--- config.mk ---
export PLATFORM = sky130hd
export DESIGN_NAME = calendar_time_decrement_unit
export DESIGN_NICKNAME = d
export VERILOG_FILES = /design/src/ctd_pkg.sv /design/src/ctd_borrow.sv /design/src/calendar_time_decrement_unit.sv
export SDC_FILE = /design/constraint.sdc
export NUM_CORES = 1
export LEC_CHECK = 0
export ABC_AREA = 1
export ABC_CLOCK_PERIOD_IN_PS = 9200
export BUFFER_PORTS_ARGS = -buffer_cell sky130_fd_sc_hd__buf_4
export CORE_UTILIZATION = 40
export CTS_BUF_LIST = sky130_fd_sc_hd__clkbuf_16
export CTS_CLUSTER_DIAMETER = 80
export CTS_CLUSTER_SIZE = 12
export DETAILED_ROUTE_END_ITERATION = 8
export SLEW_MARGIN = 20
export SYNTH_ARGS = -nofsm -noshare
export SYNTH_HDL_FRONTEND = slang
export SYNTH_SLANG_ARGS = --single-unit
--- constraint.sdc ---
create_clock -name clk -period 9.2 [get_ports clk]
set_input_delay 0.46 -clock clk [delete_from_list [all_inputs] [get_ports clk]]
set_output_delay 0.46 -clock clk [all_outputs]
set_load 0.01 [all_outputs]
--- src/ctd_pkg.sv ---
// ----------------------------------------------------------------------------
// ctd_pkg
// shared types and calendar constants for the date-time decrement unit
// ----------------------------------------------------------------------------
package ctd_pkg;

    typedef struct packed {
        logic [13:0] year;
        logic [3:0]  month;
        logic [4:0]  day;
        logic [4:0]  hour;
        logic [5:0]  minute;
        logic [5:0]  second;
    } date_time_t;

    typedef struct packed {
        date_time_t dt;
        logic       underflow;
    } ctd_res_t;

    localparam logic [5:0]  SecsPerMin  = 6'd60;
    localparam logic [5:0]  LastMinute  = 6'd59;
    localparam logic [4:0]  LastHour    = 5'd23;
    localparam logic [3:0]  MonthJan    = 4'd1;
    localparam logic [3:0]  MonthFeb    = 4'd2;
    localparam logic [3:0]  MonthDec    = 4'd12;
    localparam logic [4:0]  DaysLong    = 5'd31;
    localparam logic [4:0]  DaysFebLeap = 5'd29;

    // floor(y / 25) = (y * Recip25) >> Recip25Shift, exact for 14-bit y
    localparam logic [14:0] Recip25      = 15'd20972;
    localparam int          Recip25Shift = 19;

    function automatic logic [4:0] month_days(input logic [3:0] month, input logic leap);
        logic [4:0] d;
        begin
            unique case (month)
                4'd2:                      d = leap ? DaysFebLeap : 5'd28;
                4'd4, 4'd6, 4'd9, 4'd11:   d = 5'd30;
                default:                   d = DaysLong;
            endcase
            return d;
        end
    endfunction

endpackage

--- src/ctd_borrow.sv ---
// ----------------------------------------------------------------------------
// ctd_borrow
// borrow chain from second through year, with the leap-year test
// ----------------------------------------------------------------------------
module ctd_borrow (
    input  ctd_pkg::date_time_t dt,
    input  logic [7:0]          seconds_back,
    output ctd_pkg::ctd_res_t   res
);
    import ctd_pkg::*;

    logic [5:0]  back_sat;
    logic        no_borrow;
    logic [6:0]  sec_wrap;
    logic        hour_borrow;
    logic        day_borrow;
    logic [5:0]  minute_dec;
    logic [4:0]  hour_dec;
    logic [4:0]  day_mid;
    logic        month_borrow;
    logic [3:0]  month_new;
    logic [13:0] year_new;
    logic        under;
    logic [28:0] recip_prod;
    logic [9:0]  quot25;
    logic [13:0] quot25_x25;
    logic        rem25_zero;
    logic        leap;

    assign back_sat  = (seconds_back > {2'b00, SecsPerMin}) ? SecsPerMin : seconds_back[5:0];
    assign no_borrow = dt.second >= back_sat;
    assign sec_wrap  = {1'b0, dt.second} + {1'b0, SecsPerMin} - {1'b0, back_sat};

    assign hour_borrow = dt.minute == '0;
    assign minute_dec  = hour_borrow ? LastMinute : dt.minute - 6'd1;
    assign day_borrow  = hour_borrow && (dt.hour == '0);
    assign hour_dec    = !hour_borrow ? dt.hour :
                         (dt.hour == '0) ? LastHour : dt.hour - 5'd1;

    always_comb
    begin
        if (!day_borrow)
        begin
            day_mid = dt.day;
        end
        else if (dt.day <= 5'd1)
        begin
            day_mid = '0;
        end
        else
        begin
            day_mid = dt.day - 5'd1;
        end
    end

    assign month_borrow = day_mid == '0;

    always_comb
    begin
        month_new = dt.month;
        year_new  = dt.year;
        under     = 1'b0;
        priority if (dt.month <= MonthJan)
        begin
            month_new = MonthDec;
            if (dt.year == '0)
            begin
                under = 1'b1;
            end
            else
            begin
                year_new = dt.year - 14'd1;
            end
        end
        else if (dt.month > MonthDec)
        begin
            month_new = MonthDec;
        end
        else
        begin
            month_new = dt.month - 4'd1;
        end
    end

    // february only follows march, so the leap test uses the unchanged year
    assign recip_prod = 29'(dt.year) * 29'(Recip25);
    assign quot25     = recip_prod[Recip25Shift +: 10];
    assign quot25_x25 = 14'({quot25, 4'b0000}) + 14'({quot25, 3'b000}) + 14'(quot25);
    assign rem25_zero = quot25_x25 == dt.year;
    assign leap       = ((dt.year[1:0] == 2'b00) && !rem25_zero) ||
                        ((dt.year[3:0] == 4'b0000) && rem25_zero);

    always_comb
    begin
        res.dt        = dt;
        res.underflow = 1'b0;
        if (no_borrow)
        begin
            res.dt.second = dt.second - back_sat;
        end
        else
        begin
            res.dt.second = sec_wrap[5:0];
            res.dt.minute = minute_dec;
            res.dt.hour   = hour_dec;
            res.dt.day    = day_mid;
            if (month_borrow)
            begin
                res.dt.month  = month_new;
                res.dt.year   = year_new;
                res.underflow = under;
                res.dt.day    = month_days(month_new, leap);
            end
        end
    end

endmodule

--- src/calendar_time_decrement_unit.sv ---
// ----------------------------------------------------------------------------
// calendar_time_decrement_unit
// subtracts up to 60 seconds from a gregorian date-time
//
// input channel: in_valid / in_stall with year, month, day, hour, minute,
// second and seconds_back; output channel: out_valid / out_stall with the
// earlier date-time and year_underflow. an item moves on each edge where
// valid is high and stall is low.
// the path is an input register, then the borrow chain and leap
// test, then the result register. one item per cycle is sustained when the
// receiver does not stall; the path between the two registers is the month
// borrow plus one 14 x 15 bit multiply for the divide-by-25 leap test.
// when the receiver stalls, the result register holds and the input register
// still takes one more item; in_stall rises only when both are full.
// reset clears both valid flags; no item is lost or repeated.
// ----------------------------------------------------------------------------
module calendar_time_decrement_unit (
    input  logic        clk,
    input  logic        rst_n,
    input  logic        in_valid,
    output logic        in_stall,
    input  logic [13:0] year,
    input  logic [3:0]  month,
    input  logic [4:0]  day,
    input  logic [4:0]  hour,
    input  logic [5:0]  minute,
    input  logic [5:0]  second,
    input  logic [7:0]  seconds_back,
    output logic        out_valid,
    input  logic        out_stall,
    output logic [13:0] out_year,
    output logic [3:0]  out_month,
    output logic [4:0]  out_day,
    output logic [4:0]  out_hour,
    output logic [5:0]  out_minute,
    output logic [5:0]  out_second,
    output logic        year_underflow
);
    import ctd_pkg::*;

    logic       s1_valid_reg;
    date_time_t s1_dt_reg;
    logic [7:0] s1_back_reg;
    logic       res_valid_reg;
    ctd_res_t   res_reg;
    ctd_res_t   res_next;
    logic       res_en;
    logic       s1_en;

    assign res_en   = !res_valid_reg || !out_stall;
    assign s1_en    = !s1_valid_reg || res_en;
    assign in_stall = !s1_en;

    always_ff @(posedge clk or negedge rst_n)
    begin
        if (!rst_n)
        begin
            s1_valid_reg  <= 1'b0;
            res_valid_reg <= 1'b0;
        end
        else
        begin
            if (s1_en)
            begin
                s1_valid_reg <= in_valid;
            end
            if (res_en)
            begin
                res_valid_reg <= s1_valid_reg;
            end
        end
    end

    always_ff @(posedge clk)
    begin
        if (s1_en && in_valid)
        begin
            s1_dt_reg   <= '{year: year, month: month, day: day, hour: hour,
                             minute: minute, second: second};
            s1_back_reg <= seconds_back;
        end
        if (res_en && s1_valid_reg)
        begin
            res_reg <= res_next;
        end
    end

    ctd_borrow u_borrow (
        .dt           (s1_dt_reg),
        .seconds_back (s1_back_reg),
        .res          (res_next)
    );

    assign out_valid      = res_valid_reg;
    assign out_year       = res_reg.dt.year;
    assign out_month      = res_reg.dt.month;
    assign out_day        = res_reg.dt.day;
    assign out_hour       = res_reg.dt.hour;
    assign out_minute     = res_reg.dt.minute;
    assign out_second     = res_reg.dt.second;
    assign year_underflow = res_reg.underflow;

    // a year underflow always lands on the last day of december, year 0
    assert property (@(posedge clk) disable iff (!rst_n)
        res_valid_reg && res_reg.underflow |->
            res_reg.dt.year == '0 && res_reg.dt.month == MonthDec &&
            res_reg.dt.day == DaysLong)
        else $error("underflow result not at december 31 of year 0");

    // a waiting input item is held while the result register is blocked
    assert property (@(posedge clk) disable iff (!rst_n)
        s1_valid_reg && res_valid_reg && out_stall |=>
            s1_valid_reg && $stable(s1_dt_reg) && $stable(s1_back_reg))
        else $error("input register lost an item while blocked");

    // a taken result with nothing behind it leaves the output empty
    assert property (@(posedge clk) disable iff (!rst_n)
        res_valid_reg && !out_stall && !s1_valid_reg |=> !res_valid_reg)
        else $error("result repeated after it was taken");

    // an item in the input register reaches the output on the next free edge
    assert property (@(posedge clk) disable iff (!rst_n)
        s1_valid_reg && (!res_valid_reg || !out_stall) |=> res_valid_reg)
        else $error("item dropped between stages");

endmodule

# ---- Word level (Yosys, flattened, before mapping)
# Index checks and enable logic that the tools add are counted.
dict set report word_totals {
  reg_bits 91
  out_inout_bits 43
}
dict set report classes {
  add_sub_neg 10
  multipliers 1
  order_cmp 5
  eq_ne 6
  mux 16
  bitwise 2
  reduce_logical 21
}
# op count
set ops {}
lappend ops {{2-to-1 mux 34 bit} 1}
lappend ops {{2-to-1 mux 14 bit} 2}
lappend ops {{multiplier 14 x 13 -> 27 bit (second input constant)} 1}
lappend ops {{2-to-1 mux 23 bit} 1}
lappend ops {{2-to-1 mux 5 bit} 4}
lappend ops {{2-to-1 mux 6 bit} 3}
lappend ops {{adder 14 x 10 -> 14 bit} 1}
lappend ops {{adder 14 x 13 -> 14 bit} 1}
lappend ops {{equality test 14 bit} 1}
lappend ops {{logical NOT 14 bit} 1}
lappend ops {{subtractor 14 x 1 -> 14 bit (second input constant)} 1}
lappend ops {{subtractor 6 bit} 2}
lappend ops {{logical NOT 5 bit} 2}
lappend ops {{one-hot mux 5 bit (2 select lines)} 1}
lappend ops {{subtractor 5 x 1 -> 5 bit (second input constant)} 2}
lappend ops {{equality test 4 x 3 -> 1 bit (second input constant)} 2}
lappend ops {{equality test 4 bit (second input constant)} 2}
lappend ops {{> comparator 8 x 6 -> 1 bit (second input constant)} 1}
lappend ops {{2-to-1 mux 4 bit} 2}
lappend ops {{adder 6 bit (second input constant)} 1}
lappend ops {{greater-or-equal comparator 6 bit} 1}
lappend ops {{logical NOT 6 bit} 1}
lappend ops {{subtractor 6 x 1 -> 6 bit (second input constant)} 1}
lappend ops {{<= comparator 5 x 1 -> 1 bit (second input constant)} 1}
lappend ops {{other kinds (13)} 25}

# ---- Longest topological paths before layout
# Gate-level depths: netlist (run 1).
dict set report logic_depth {
  ltp_word 11
  depth_mapped 41
  ltp_nobuf 40
}

# ---- Cells and area by module
# Synthesis (run 1) repeated with hierarchy kept, for this count alone.
dict set report hier_totals {
  hier_cells 986
  area_unflattened_um2 9161.3
}
# mod n_inst cells_each area_per_inst_um2
set modules_own_cells {}
lappend modules_own_cells {ctd_borrow 1 885 6393.6}
lappend modules_own_cells {calendar_time_decrement_unit 1 101 2767.7}

# ---- Worst setup path after synthesis (run 1)
# Ideal clock, no wire load.
dict set report synth_timing {
  path_type {register to register}
  from {register s1_dt_reg[37] in the netlist's numbering}
  to {register res_reg (netlist bit out_day[0]) (data pin)}
  setup_time_ns 0.256
  arrival_time_ns 6.774
  required_time_ns 8.944
  path_slack_ns 2.170
  stages_incl_launch_ff 36
  synth_period_minus_slack_ns 7.030
  cell_sequence {edfxtp_1 -> inv_1 -> fa_1 -> inv_1 -> ha_1 -> inv_1 -> fa_1 -> inv_1 -> fa_1 -> inv_1 -> fa_1 -> inv_1 -> ha_1 -> buf_2 -> a21oi_1 -> nand2_1 -> a21oi_1 -> nand2_1 -> a31oi_1 -> xor2_1 -> fa_1 -> fa_1 -> xor2_1 -> nand2_1 -> nor2_1 -> nand2_1 -> nor2_1 -> nand2_1 -> inv_1 -> nand3_1 -> nor2_1 -> nand3_1 -> nand2_1 -> nand2_1 -> nand2_1 -> nand2_1}
}
# element line_no
set synth_lines {}
lappend synth_lines {{start, declared} calendar_time_decrement_unit.sv:42} ;# date_time_t s1_dt_reg;
lappend synth_lines {{start signal, assigned} calendar_time_decrement_unit.sv:78} ;# s1_dt_reg <= '{year: year, month: month, day: day, hour: hour,
lappend synth_lines {{end signal, assigned} calendar_time_decrement_unit.sv:84} ;# res_reg <= res_next;
lappend synth_lines {{end, declared} calendar_time_decrement_unit.sv:45} ;# ctd_res_t res_reg;

==> reports/qor.json, run 1 <==
{
  "outcome": "finished, final reports clean",
  "post_synthesis_instance_area_um2": 9609,
  "synth_area_leaders": "sky130_fd_sc_hd__edfxtp_1 28%, sky130_fd_sc_hd__ha_1 19%, sky130_fd_sc_hd__fa_1 15%, sky130_fd_sc_hd__nand2_1 11%, sky130_fd_sc_hd__inv_1 8.9%",
  "start_kind": "flip-flop",
  "synthToLayoutAreaGrowth_pct": 14.10,
  "std_cell_core_area_um2": 23540,
  "antenna_violations_before_repair": 0,
  "cp.required_ns": 9.28,
  "synth_compound_area_share_pct": 6.589,
  "cell_area_after_placement_um2": 10680,
  "fp.dieH_um": 157.0,
  "detailroute.wirelength.met2_um": 9807,
  "synth_simple_gate_area_share_pct": 17.33,
  "die_area_um2": 24650,
  "critical_path.slowest_cell": "sky130_fd_sc_hd__edfxtp_1",
  "layout.nets": 1474,
  "timing.fmax_mhz": 129.7,
  "cts_made_buffers": 9,
  "timing_hold_violations_final": 0,
  "all_layer_gr_usage_pct": 17.82,
  "grt_pass1_wl_um": 33970,
  "muxShareOfSynthArea_pct": 0.2214,
  "worst_setup_path_end_kind": "flip-flop",
  "count_of_distinct_cell_types_in_the_synthesized_netlist": 46,
  "antenna-diode-count": 0,
  "cts_max_path_buffers": 2,
  "cts_tree": "built",
  "synth-warning-count": 0,
  "post_synth_xor_area_fraction_pct": 3.372,
  "synthCells": 1106,
  "netlist_top_cells_count": "270 x sky130_fd_sc_hd__nand2_1, 227 x sky130_fd_sc_hd__inv_1, 147 x sky130_fd_sc_hd__ha_1",
  "synth.top_cell.area_share_pct": 27.81,
  "yosys.cell_count.top_type": "sky130_fd_sc_hd__nand2_1",
  "path_class_of_the_lowest_slack_min_delay_path": "in2reg",
  "tritoncts_num_sinks": 91,
  "grt_overflow": 0,
  "ys_async_sr_fraction_pct": 2.198,
  "met1Wirelength_um": 10470,
  "place.port_buffers": 94,
  "cts-root-buf": "sky130_fd_sc_hd__clkbuf_16",
  "most_used_dff_post_synth": "sky130_fd_sc_hd__edfxtp_1",
  "drv.max_cap_violation_count": 0,
  "synth_top_family_by_area": "adder cells",
  "setup.worst_path.class": "reg2reg",
  "grt_pass1_vias": 6821,
  "netlist.top_cell.by_area": "sky130_fd_sc_hd__edfxtp_1",
  "maximum_number_of_pins_on_one_net_before_global_route_repair": 49,
  "drt_iter0_drc": 398,
  "synth_fp_nets": 1378,
  "layout_worst_path_cycle_share_pct": 83.78,
  "layout-drive-gt1-share_pct": 11.10,
  "fin_skew_ns": 0.01204,
  "wl_met3_um": 954,
  "dp_hpwl_um": 17240,
  "rsz0062_at_grt": "false",
  "drt-vias-per-instance": 4.761,
  "core.rowCount": 56,
  "io_pins": 95,
  "accumulated_negative_setup_slack_ns": 0,
  "finalWirelength_um": 21310,
  "post_cts.repair.setup_buffers": 0,
  "routabilityCongestion": 0.8917,
  "antenna_left": 0,
  "final_max_slew_viol_count": 0,
  "synth_edf_count": 89,
  "post-route-drc-count": 0,
  "worstSkewPairLatency_ns": 0.34,
  "number_of_flip_flops_in_the_largest_register": 40,
  "floorplan.initialDensity_pct": 40.82,
  "critical_path.max_fanout": 10,
  "cts_max_level": 3,
  "timing.critical_path.slowest_cell_delay_ns": 0.66,
  "post-route-min-period_ns": 7.708,
  "timing_worst_slew_pin_value_ns": 0.9896,
  "die_w_um": 157.0,
  "highest-signal-layer": "met4",
  "timing.critical_path.arrival_ns": 7.79,
  "n_fill_cell": 2312,
  "synthAdderAreaFrac_pct": 34.35,
  "average_footprint_of_a_synthesized_cell_um2": 8.688,
  "path_common_cell": "sky130_fd_sc_hd__inv_1",
  "setup-violations-final": 0,
  "wl_cell_um": 13.97,
  "synth-seq-cells": 91,
  "synth_seq_area_share_pct": 28.33,
  "path_clk_slew_ns": 0.07,
  "relSlewSlack_pct": 33.84,
  "drt_pre_antenna_iters": 5,
  "layout.cell_area.non_filler_um2": 10960,
  "num_vias": 7265
}
[cell type report]
class / count / area (µm²) / share of cell area (%)
clock inverters: 7 / 52.55 / 0.4793
clock buffers: 9 / 225.2 / 2.054
repair buffers: 98 / 738.2 / 6.733
well taps: 319 / 399.1 / 3.640
inverters: 231 / 870.8 / 7.942
multi-input cells: 771 / 5956 / 54.32
flip-flops and latches: 91 / 2723 / 24.83
[worst max-delay path: cells and delay by family (launching register included)]
family,cells,cell delay (ns)
xor gates and xnor gates,3,0.93
AOI/OAI and AO/OA,3,0.58
adders and majority gates,8,3.48
and+or+nand+nor,12,1.18
DFF,1,0.66
buffers and inverters,7,0.59
[worst paths after layout]
path                               startpoint             to  slack [ns]  depth (start not counted)
worst min-delay path                 year[10]  s1_dt_reg[36]        0.29                          1
worst min register to register   s1_valid_reg      out_valid        0.51                          2
max in group asynchronous               rst_n      out_valid        8.68                          2
min in group asynchronous               rst_n   s1_valid_reg        0.43                          2
worst max register to register  s1_dt_reg[38]     out_day[0]        1.49                         33
worst max-delay path            s1_dt_reg[38]     out_day[0]        1.49                         33
[timing repair]
action / in CTS / in global routing
gates resized for setup: 0 / 0
hold buffers: 1 / 0
endpoints found under the hold margin: 2 / 0
[cells in the final DEF (no fill, tap or decap), types with 32 or more instances in the layout]
master and count:
sky130_fd_sc_hd__a21oi_1 32, sky130_fd_sc_hd__buf_4 97, sky130_fd_sc_hd__edfxtp_1 89, sky130_fd_sc_hd__fa_1 73, sky130_fd_sc_hd__ha_1 147, sky130_fd_sc_hd__inv_1 226
sky130_fd_sc_hd__nand2_1 270, sky130_fd_sc_hd__nand3_1 47, sky130_fd_sc_hd__nor2_1 50, sky130_fd_sc_hd__o21ai_0 55
[layer usage]
layer,up-vias,GRT usage [%]
li1,3708,-
met2,155,28.99
met4,0,1.821
met1,3397,25.70
met3,5,2.726
met5,-,0
[per-stage QoR]
step / setup WS, ns / utilization, % / hold slack (ns) / std cells
floorplan: 2.170 / - / 0.1644 / 1106
global placement: 1.568 / 45.34 / 0.2448 / 1509
finish: 1.492 / 46.57 / 0.2891 / 1526
detailed placement: 1.510 / 45.34 / 0.2434 / 1509
CTS: 1.472 / 46.57 / 0.2829 / 1526
global route: 0.8243 / 46.57 / 0.2766 / 1526
[cells by family (layout without fill, tap and decap cells)]
kind of cell | count (synthesis) | after routing
xor gates and xnor gates | 37 | 37
muxes | 2 | 2
and+or+nand+nor | 397 | 397
buffers and inverters | 244 | 345
AOI/OAI and AO/OA | 115 | 115
adders and majority gates | 220 | 220
DFF | 91 | 91
Power of run 1 is left out: the tool's default activity adds up to more than one toggle a clock period on the data nets, which glitch-free logic cannot reach.
==> run 2: changes to the inputs <==
--- a/config.mk
+++ b/config.mk
@@ -6,7 +6,7 @@
 export NUM_CORES = 1
 export LEC_CHECK = 0
 export ABC_AREA = 1
-export ABC_CLOCK_PERIOD_IN_PS = 9200
+export ABC_CLOCK_PERIOD_IN_PS = 6700
 export BUFFER_PORTS_ARGS = -buffer_cell sky130_fd_sc_hd__buf_4
 export CORE_UTILIZATION = 40
 export CTS_BUF_LIST = sky130_fd_sc_hd__clkbuf_16
==> constraint.sdc (replaced) <==
create_clock -name clk -period 6.7 [get_ports clk]
set_input_delay 0.335 -clock clk [delete_from_list [all_inputs] [get_ports clk]]
set_output_delay 0.335 -clock clk [all_outputs]
set_load 0.01 [all_outputs]
==> reports/qor.json, run 2 (synthesis results as in run 1) <==
{
  "die_area_um2": 24650,
  "path_common_cell": "sky130_fd_sc_hd__nand2_1",
  "die_w_um": 157.0,
  "setup.worst_path.class": "reg2reg",
  "cp.required_ns": 6.78,
  "cell_class_contributing_the_biggest_share_of_worst_path_delay": "adder cells",
  "critical_path.max_fanout": 4,
  "r2r-start": "s1_dt_reg[37]",
  "antenna-diode-count": 0,
  "setup-violations-final": 1,
  "path_clk_slew_ns": 0.08,
  "min_from": "month[2]",
  "drt-vias-per-instance": 4.672,
  "drv.max_cap_violation_count": 0,
  "routabilityCongestion": 0.8810,
  "std_cell_core_area_um2": 23540,
  "drt_iter0_drc": 311,
  "place.port_buffers": 94,
  "tritoncts_num_sinks": 91,
  "num_vias": 7666,
  "timing.fmax_mhz": 147.6,
  "critical_path.slowest_cell": "sky130_fd_sc_hd__fa_2",
  "finalWirelength_um": 23000,
  "final_max_slew_viol_count": 0,
  "timing_worst_slew_pin_value_ns": 1.043,
  "layout_worst_path_cycle_share_pct": 101.1,
  "rsz0062_at_grt": "true",
  "cts_tree": "built",
  "grt_pass1_vias": 7224,
  "wl_cell_um": 14.02,
  "core.rowCount": 56,
  "layout.nets": 1589,
  "critical_path.reg2reg.endpoint": "out_day[0]",
  "dp_hpwl_um": 18110,
  "worstRegToRegCells": 36,
  "path_class_of_the_lowest_slack_min_delay_path": "in2reg",
  "antenna_left": 0,
  "timing_hold_violations_final": 0,
  "grt_pass1_wl_um": 36060,
  "floorplan.initialDensity_pct": 40.82,
  "grt_overflow": 0,
  "cts-root-buf": "sky130_fd_sc_hd__clkbuf_16",
  "post-route-util_pct": 52.44,
  "drt_pre_antenna_iters": 5,
  "fp.dieH_um": 157.0,
  "synthToLayoutAreaGrowth_pct": 28.48,
  "layout_setup_ws_ns": -0.07382,
  "critical_path_buf_inv_count": 7,
  "timing.reg2reg.setup_slack_ns": -0.07,
  "worst_setup_path_end_kind": "flip-flop",
  "timing.critical_path.arrival_ns": 6.85,
  "all_layer_gr_usage_pct": 19.00,
  "cts_made_buffers": 9,
  "fin_worst_hold_slack_ns": 0.1527,
  "antenna_violations_before_repair": 0,
  "fin_skew_ns": 0.01640,
  "relSlewSlack_pct": 30.36,
  "worstSkewPairLatency_ns": 0.35,
  "post-route-drc-count": 0,
  "number_of_flip_flops_in_the_largest_register": 40,
  "failed_checks": "setup timing",
  "post-route-min-period_ns": 6.774,
  "layout-drive-gt1-share_pct": 25.34,
  "cts_max_level": 3,
  "maximum_number_of_pins_on_one_net_before_global_route_repair": 49,
  "start_kind": "flip-flop",
  "outcome": "finished, violations left",
  "hold_endpoint": "s1_dt_reg[24]",
  "io_pins": 95,
  "cts_max_path_buffers": 2,
  "layout_commonest_cell": "sky130_fd_sc_hd__nand2_1",
  "worstHoldPathCells": 1,
  "layout.cells.most_common_list": "254 x sky130_fd_sc_hd__nand2_1, 210 x sky130_fd_sc_hd__inv_1, 200 x sky130_fd_sc_hd__buf_4",
  "timing.critical_path.slowest_cell_delay_ns": 0.54
}
## run 2: cell types whose count changed in the layout (fill, tap and decap cells not counted), moves of 6 or more
cell	change
sky130_fd_sc_hd__inv_1	-16
sky130_fd_sc_hd__a21oi_1	-6
sky130_fd_sc_hd__buf_6	+12
sky130_fd_sc_hd__inv_2	+17
sky130_fd_sc_hd__ha_1	-23
sky130_fd_sc_hd__nand2_1	-16
sky130_fd_sc_hd__buf_4	+103
sky130_fd_sc_hd__nand2_2	+15
sky130_fd_sc_hd__ha_4	+18
sky130_fd_sc_hd__a21oi_2	+6
## run 2: worst max path at each step
stage / from / slack, ns / depth (start not counted) / to
after floorplan: s1_dt_reg[37] / -0.01 / 35 / out_day[0]
after global placement: s1_dt_reg[38] / -0.22 / 36 / out_day[0]
after detailed placement: s1_dt_reg[38] / -0.31 / 36 / out_day[0]
after CTS: s1_dt_reg[37] / -0.10 / 36 / out_day[0]
after global routing: s1_dt_reg[37] / -0.39 / 37 / out_day[0]
final: s1_dt_reg[37] / -0.07 / 36 / out_day[0]
## run 2: worst register-to-register path, delay by kind of cell (launching register included)
| family | cells | cell delay, ns |
|---|---|---|
| fa+ha+maj | 9 | 3.69 |
| simple gates | 17 | 1.34 |
| buf+inv | 7 | 0.56 |
| flops | 1 | 0.50 |
| xor+xnor | 2 | 0.31 |
| compound gates | 1 | 0.11 |
## run 2: metrics by stage
stage               setup slack [ns]   TNS, ns  cell area (µm²)  cells
detailed placement           -0.3136   -0.3136            11350   1597
CTS                          -0.1026   -0.1026            12080   1629
finish                      -0.07382  -0.07382            12350   1641
global placement             -0.2240   -0.2240            11350   1597
global route                 -0.3869   -0.3869            12350   1641
floorplan                   -0.01184  -0.01184             9625   1106
## run 2: cell type report
class,count,area [µm²]
inverter,231,869.6
clock buffer,9,225.2
tap,319,399.1
timing repair buffer,213,1647
clock inverter,7,82.58
sequential,91,2723
fill,2244,11200
multi-input combinational,771,6400
## run 2: routing by layer
metal	vias up	wire [µm]	GRT usage, %
met3	21	772	3.139
met1	3601	11140	26.89
met4	0	267	3.688
li1	3931	-	-
met2	113	10820	30.56
met5	-	0	0
## run 2: timing repair
action	in CTS	in global routing
setup buffers	15	12
hold buffers	1	0
endpoints found under the hold margin	2	0
resized for setup	62	39
endpoints found under the setup margin	1	1
pin swaps	44	36
Power of run 2 is left out for the same reason.
